==> config.mk <==
export PLATFORM = sky130hd
export DESIGN_NAME = kme_ctrl
export DESIGN_NICKNAME = d
export VERILOG_FILES = /design/src/sv/kme_pkg.sv /design/src/sv/kme_ctrl.sv
export SDC_FILE = /design/constraint.sdc
export NUM_CORES = 1
export LEC_CHECK = 0
export BUFFER_PORTS_ARGS = -buffer_cell sky130_fd_sc_hd__buf_2
export CAP_MARGIN = 20
export CORE_AREA = 2 2 39 41
export DETAILED_ROUTE_END_ITERATION = 12
export DIE_AREA = 0 0 41 43
export PLACE_DENSITY = 0.47
export SLEW_MARGIN = 10
export SYNTH_ARGS = -nofsm -noshare
export SYNTH_HDL_FRONTEND = slang
export SYNTH_SLANG_ARGS = --single-unit
==> constraint.sdc <==
create_clock -name clk -period 1.6 [get_ports clk]
set_input_delay 0.32 -clock clk [delete_from_list [all_inputs] [get_ports clk]]
set_output_delay 0.32 -clock clk [all_outputs]
set_load 0.02 [all_outputs]
==> src/sv/kme_pkg.sv <==
// Shared types, constants and helpers of the k-mismatch match extension block.
// Used by the controller, the datapath, the top level and the checker.
package kme_pkg;

    // Store geometry.
    localparam int MAX_LEN   = 4096;
    localparam int CHAR_BITS = 8;
    localparam int ADDR_W    = $clog2(MAX_LEN);
    localparam int LEN_W     = ADDR_W + 1;
    localparam int SUM_W     = LEN_W + 1;

    // Configuration port.
    localparam int CFG_IDX_W  = 2;
    localparam int CFG_DATA_W = LEN_W;
    localparam int BUDGET_W   = 8;

    localparam logic [CFG_IDX_W-1:0] CFG_EXTRA = 2'd0;
    localparam logic [CFG_IDX_W-1:0] CFG_LEN_X = 2'd1;
    localparam logic [CFG_IDX_W-1:0] CFG_LEN_Y = 2'd2;

    // Request codes.
    localparam logic [1:0] REQ_LOAD_X = 2'd0;
    localparam logic [1:0] REQ_LOAD_Y = 2'd1;
    localparam logic [1:0] REQ_EXTEND = 2'd2;

    typedef enum logic [1:0] {
        ST_IDLE,
        ST_CHECK,
        ST_COMPARE
    } state_t;

    // Commands from the controller to the datapath.
    typedef struct packed {
        logic wr_x;
        logic wr_y;
        logic init;
        logic step;
        logic finish;
    } cmd_t;

    // Status from the datapath to the controller.
    typedef struct packed {
        logic go;
        logic stop;
    } sts_t;

    // Limit a configured length to the store depth.
    function automatic logic [LEN_W-1:0] clamp_len(input logic [LEN_W-1:0] v);
        logic [LEN_W-1:0] lim;
        lim = LEN_W'(MAX_LEN);
        return (v > lim) ? lim : v;
    endfunction

endpackage

==> src/sv/kme_ctrl.sv <==
// Controller state machine of the match extension block.
// Depends on kme_pkg for the state, command and status types.
module kme_ctrl (
    input  logic          clk,
    input  logic          rst_n,
    input  logic          start,
    input  logic [1:0]    req_type,
    input  kme_pkg::sts_t sts,
    output kme_pkg::cmd_t cmd,
    output logic          busy
);

    kme_pkg::state_t state_reg;
    kme_pkg::state_t state_next;

    // State register.
    always_ff @(posedge clk or negedge rst_n)
    begin
        if (!rst_n)
        begin
            state_reg <= kme_pkg::ST_IDLE;
        end
        else
        begin
            state_reg <= state_next;
        end
    end

    // Next state: a query alternates bounds check and read with compare until a bound or the budget stops it.
    always_comb
    begin
        state_next = state_reg;
        unique case (state_reg)
            kme_pkg::ST_IDLE:
            begin
                if (start && (req_type == kme_pkg::REQ_EXTEND))
                begin
                    state_next = kme_pkg::ST_CHECK;
                end
            end
            kme_pkg::ST_CHECK:
            begin
                state_next = sts.go ? kme_pkg::ST_COMPARE : kme_pkg::ST_IDLE;
            end
            kme_pkg::ST_COMPARE:
            begin
                state_next = sts.stop ? kme_pkg::ST_IDLE : kme_pkg::ST_CHECK;
            end
            default:
            begin
                state_next = kme_pkg::ST_IDLE;
            end
        endcase
    end

    // Commands to the datapath.
    always_comb
    begin
        cmd  = '0;
        busy = 1'b1;
        unique case (state_reg)
            kme_pkg::ST_IDLE:
            begin
                busy = 1'b0;
                if (start)
                begin
                    unique case (req_type)
                        kme_pkg::REQ_LOAD_X: cmd.wr_x = 1'b1;
                        kme_pkg::REQ_LOAD_Y: cmd.wr_y = 1'b1;
                        kme_pkg::REQ_EXTEND: cmd.init = 1'b1;
                        default:             cmd      = '0;
                    endcase
                end
            end
            kme_pkg::ST_CHECK:
            begin
                cmd.finish = !sts.go;
            end
            kme_pkg::ST_COMPARE:
            begin
                cmd.finish = sts.stop;
                cmd.step   = !sts.stop;
            end
            default:
            begin
                cmd = '0;
            end
        endcase
    end

endmodule

==> impl_metrics.yaml, run 1 <==
cts:
  root_buffer: "clkbuf_4"
  insertion_delay_ns: 0.22
  cts_tree: "done"
  cts_buffers: 3
  clk_pin_slew_ns: 0.03
  cts.htree.levels: 1
  cts_sinks: 2
  cts_buffer_depth: 2
die:
  io_pins: 13
  floorplan.initialDensity_pct: 15.6
  fp.dieW_um: 41
  rows: 14
  dieArea_mm2: 0.00176
  core_area_mm2: 0.00138
  dieHeight_um: 43
place:
  place_area_um2: 302
  dp_hpwl_um: 382
  numPortBuffers: 12
  gp_congestion: 0.608
  dpl.cell_count: 52
timing:
  skew_ns: 0.00486
  slew_headroom_pct: 92.0
  worst_slew_pin_slew_ns: 0.117
  period_needed_ns: 1.55
  drv_slew: 0
  setup_viol: 0
  fmaxAchievable_mhz: 646
  finalCritPeriodShare_pct: 96.8
  tns_ns: 0
  finalHoldViolCount: 0
  grt_setup_unrepaired: "true"
critical_path:
  worstPathArrival_ns: 1.23
  crit_path_end_kind: "output port"
  slowest_stage: "dfrtp_1"
  r2r-start: "state_reg[1]$_DFFE_PN0P_"
  crit_start: "state_reg[1]$_DFFE_PN0P_"
  critPathKind: "flip-flop to output port"
  critPathLaunchType: "flip-flop"
  path_cells: "inv_2 -> ha_4 -> nand2_4 -> nor3_1 -> buf_2"
  cp.required_ns: 1.28
  slowest_delay_ns: 0.39
  crit_path_max_fanout: 4
power:
  peakVddDrop_mv: 0.522
  powerDensity_mw_per_mm2: 1170
  p_leak_nw: 0.204
  total_power_uw: 463
detailed_routing:
  dr.pass1.iters: 2
  vias: 224
  via_per_inst: 3.80
  initialDrtViolationCount: 1
  drcViolationCount: 0
  wl_um: 522
  ant_nets: 0
  wl_per_cell_um: 8.85
synthesis:
  synth_area_per_cell_um2: 9.02
  yosysUniqueCellTypes: 17
  syn_area_um2: 216
  synth-seq-area-share_pct: 23.1
  ys_seq_elements: 2
  syn_inst: 24
  ys_warn_count: 0
  synth_nets: 35
finish:
  multiInputGateArea_um2: 186
  largest_reg_flops: 2
  seq_area_um2: 50.0
  antenna_cells: 0
  drive_above_1_share_pct: 60.5
  synthToLayoutAreaGrowth_pct: 82.1
  stdcell_count: 59
  stdcell_area_um2: 394
  fillers: 152
  nets: 56
outcome:
  status: "complete, no violations"
worst_hold_path:
  min_from: "sts[1]"
  hold_class: "primary input to flip-flop"
grt:
  grt_pass1_vias: 212
  antenna_found_initial: 0
  grt.overflow.total: 0
  grt_max_degree: 5
  grt_pass1_wl_um: 724
  grt_usage_pct: 6.43
job:
  drv_cap: 0
worst max-delay path, delay by kind of cell (launching register included):
family	cells	cell delay [ns]
and+or+nand+nor	2	0.17
DFF	1	0.39
buffers and inverters	2	0.30
adders and majority gates	1	0.15
power by group:
group	leakage, nW	switching (mW)	internal, mW	total, mW
Clock	0.0138	0.0269	0.0826	0.110
Sequential	0.0266	0.00979	0.0648	0.0746
Combinational	0.163	0.143	0.135	0.279
layout by cell type (no fill, tap or decap):
cell           netlist  routed
buf_2                0       9
buf_4                0       6
clkbuf_4             0       3
inv_2                0       2
inv_1                4       2
ha_4                 0       2
ha_1                 4       2
dfrtp_1              2       2
nor2b_1              1       1
nand2b_1             1       1
nand2_1              1       1
a21boi_1             0       1
nand2_4              0       1
nor3b_2              0       1
nand2b_4             1       1
nor2_1               1       1
nor3_1               1       1
nand3b_1             1       1
o21ai_2              1       1
mux2i_1              1       1
a2bb2oi_1            1       1
o22ai_1              1       1
dlygate4sd3_1        0       1
cells by family after synthesis:
kind of cell,after synthesis,synth area share [%]
compound gates,4,14.5
fa+ha+maj,4,23.1
buf+inv,4,6.93
flops,2,23.1
mux,1,4.62
simple gates,9,27.7
cells in the mapped netlist:
library cell | number | area (µm²)
dfrtp_1 | 2 | 50.1
nand2_1 | 1 | 3.75
nor3_1 | 1 | 5.00
nor3b_1 | 1 | 7.51
nand3b_1 | 1 | 7.51
o22ai_1 | 1 | 6.26
ha_1 | 4 | 50.1
mux2i_1 | 1 | 10.0
nand2_2 | 1 | 6.26
o21ai_2 | 1 | 8.76
a2bb2oi_1 | 1 | 8.76
inv_1 | 4 | 15.0
nand2b_1 | 1 | 6.26
nor2_1 | 1 | 3.75
nor2b_1 | 1 | 6.26
nand2b_4 | 1 | 13.8
a21boi_0 | 1 | 7.51
per-layer routing:
layer	global-route usage, %	up-vias	wire length, µm
met2	9.06	10	251
met4	7.33	0	0
li1	-	120	-
met3	1.57	0	47
met5	0	-	0
met1	6.77	94	223
final timing paths:
check                                           endpoint  slack, ns  cells after the start
worst min register to register  state_reg[1]$_DFFE_PN0P_       0.61                      2
max in group asynchronous       state_reg[0]$_DFFE_PN0P_       1.09                      2
worst min-delay path            state_reg[1]$_DFFE_PN0P_       0.40                      3
worst max register to register  state_reg[0]$_DFFE_PN0P_       0.39                      5
worst max-delay path                              cmd[4]       0.05                      5
min in group asynchronous       state_reg[1]$_DFFE_PN0P_       0.41                      2
timing repair:
item,in CTS,in global routing
buffers inserted,3,0
endpoints found under the hold margin,2,0
setup endpoints to repair,4,3
gates cloned,0,0
pin swaps,1,3
resized for setup,5,6
hold buffers,1,0
final cells by class:
type	count	share of cell area (%)
clock buffers	3	5.71
repair buffers	16	25.4
well taps	16	5.08
flip-flops and latches	2	12.7
multi-input cells	18	47.3
inverters	4	3.81
per-stage QoR:
step	utilization [%]	hold WS [ns]	worst slack [ns]
6_report	28.5	0.397	0.0514
5_1_grt	28.5	0.405	-0.0193
4_1_cts	26.1	0.395	0.00773
3_5_place_dp	21.8	0.107	0.116
3_3_place_gp	21.8	0.105	0.137
2_1_floorplan	-	0.0244	0.0569
(Power assumes the default switching activity.)
==> run 2: changes to the inputs <==
==> constraint.sdc (replaced) <==
create_clock -name clk -period 1.6 [get_ports clk]
set_input_delay 0.08 -clock clk [delete_from_list [all_inputs] [get_ports clk]]
set_output_delay 0.08 -clock clk [all_outputs]
set_load 0.02 [all_outputs]
==> impl_metrics.yaml, run 2 (synthesis gave the netlist of run 1 again) <==
finish:
  utilization_pct: 23.8
  drive_above_1_share_pct: 45.0
  final_common_cell: "buf_2"
  synthToLayoutAreaGrowth_pct: 52.0
  stdcell_area_um2: 329
  antenna_cells: 0
  nets: 53
  largest_reg_flops: 2
  final_cell_mix: "buf_2 (12), inv_1 (4), ha_1 (4)"
die:
  fp.dieW_um: 41
  io_pins: 13
  dieHeight_um: 43
  rows: 14
  dieArea_mm2: 0.00176
  core_area_mm2: 0.00138
  floorplan.initialDensity_pct: 15.6
power:
  p_sw_uw: 147
  pwr-share-comb_pct: 50.3
  p_leak_nw: 0.182
  powerDensity_mw_per_mm2: 1130
  clock_power_share_pct: 29.3
  swShare_pct: 39.5
  peakVddDrop_mv: 0.434
  p_int_uw: 226
  p_seq_share_pct: 20.4
place:
  dp_slack_ns: 0.334
  gp_congestion: 0.599
  place_area_um2: 297
  dp_hpwl_um: 386
  numPortBuffers: 12
worst_hold_path:
  hold_class: "primary input to flip-flop"
  min_from: "sts[1]"
detailed_routing:
  via_per_inst: 3.68
  initialDrtViolationCount: 0
  ant_nets: 0
  dr.pass1.iters: 1
  vias: 206
  wl_um: 438
  drcViolationCount: 0
  wl_per_cell_um: 7.82
critical_path:
  crit_path_max_fanout: 4
  r2r-start: "state_reg[0]$_DFFE_PN0P_"
  cp.required_ns: 1.52
  critPathLaunchType: "flip-flop"
  crit_start: "state_reg[0]$_DFFE_PN0P_"
  worstPathArrival_ns: 1.41
  crit_path_end_kind: "output port"
  critPathKind: "flip-flop to output port"
timing:
  finalCritPeriodShare_pct: 93.0
  tns_ns: 0
  fin_hold_ws_ns: 0.155
  setup_viol: 0
  drv_slew: 0
  slew_headroom_pct: 91.0
  period_needed_ns: 1.49
  grt_setup_unrepaired: "false"
  skew_ns: 0.00348
  finalHoldViolCount: 0
  worst_slew_pin_slew_ns: 0.132
  postLayoutSetupSlackWorst_ns: 0.112
  fmaxAchievable_mhz: 672
cts:
  cts.htree.levels: 1
  root_buffer: "clkbuf_4"
  cts_buffer_depth: 2
  cts_tree: "done"
  post_cts_resized: 0
  postCtsHoldBufs: 1
  insertion_delay_ns: 0.22
  cts_buffers: 3
  post_cts_buffers: 0
  cts_sinks: 2
  clk_pin_slew_ns: 0.03
job:
  drv_cap: 0
grt:
  grt_pass1_vias: 191
  grt.overflow.total: 0
  grt_usage_pct: 5.83
  grt_max_degree: 5
  grt_pass1_wl_um: 669
  antenna_found_initial: 0
outcome:
  status: "complete, no violations"
==> run 2: power by group through the flow <==
stage | Combinational [mW] | Sequential, mW | Clock [mW]
after CTS | 0.192 | 0.0757 | 0.117
after global routing | 0.211 | 0.0774 | 0.121
final | 0.187 | 0.0761 | 0.109
after global placement | 0.188 | 0.0762 | 0
after floorplan | 0.137 | 0.0741 | 0
after detailed placement | 0.190 | 0.0763 | 0
==> run 2: metal layers <==
metal  part of all wire, %  vias to the layer above  GRT usage (%)
li1                      -                      113              -
met1                    43                       88           7.10
met2                    51                        5           7.50
met3                   5.5                        0           1.57
met4                     0                        0           6.00
met5                     0                        -              0
==> run 2: cell type report <==
type	count	area (µm²)
fill	162	1050
multi-input combinational	18	151
timing repair buffer	13	70.1
sequential	2	50.0
clock buffer	3	22.5
tap	16	20.0
inverter	4	15.0
==> run 2: through the flow <==
stage | total power, mW | cells
3_5_place_dp | 0.266 | 52
5_1_grt | 0.410 | 56
2_1_floorplan | 0.212 | 24
3_3_place_gp | 0.264 | 52
6_report | 0.373 | 56
4_1_cts | 0.385 | 56
==> run 2: final timing paths <==
check / endpoint / depth (start not counted) / slack, ns
max: cmd[3] / 5 / 0.11
min: state_reg[1]$_DFFE_PN0P_ / 3 / 0.15
max reg2reg: state_reg[0]$_DFFE_PN0P_ / 5 / 0.39
min reg2reg: state_reg[1]$_DFFE_PN0P_ / 2 / 0.63
max in group asynchronous: state_reg[1]$_DFFE_PN0P_ / 2 / 1.33
min in group asynchronous: state_reg[0]$_DFFE_PN0P_ / 2 / 0.17
==> run 2: worst max-delay path, stage by stage, from the launching register on <==
cell and delay, ns:
dfrtp_1 0.39, inv_1 0.11, ha_1 0.23, nand2_2 0.09
nor3b_1 0.18, buf_2 0.19
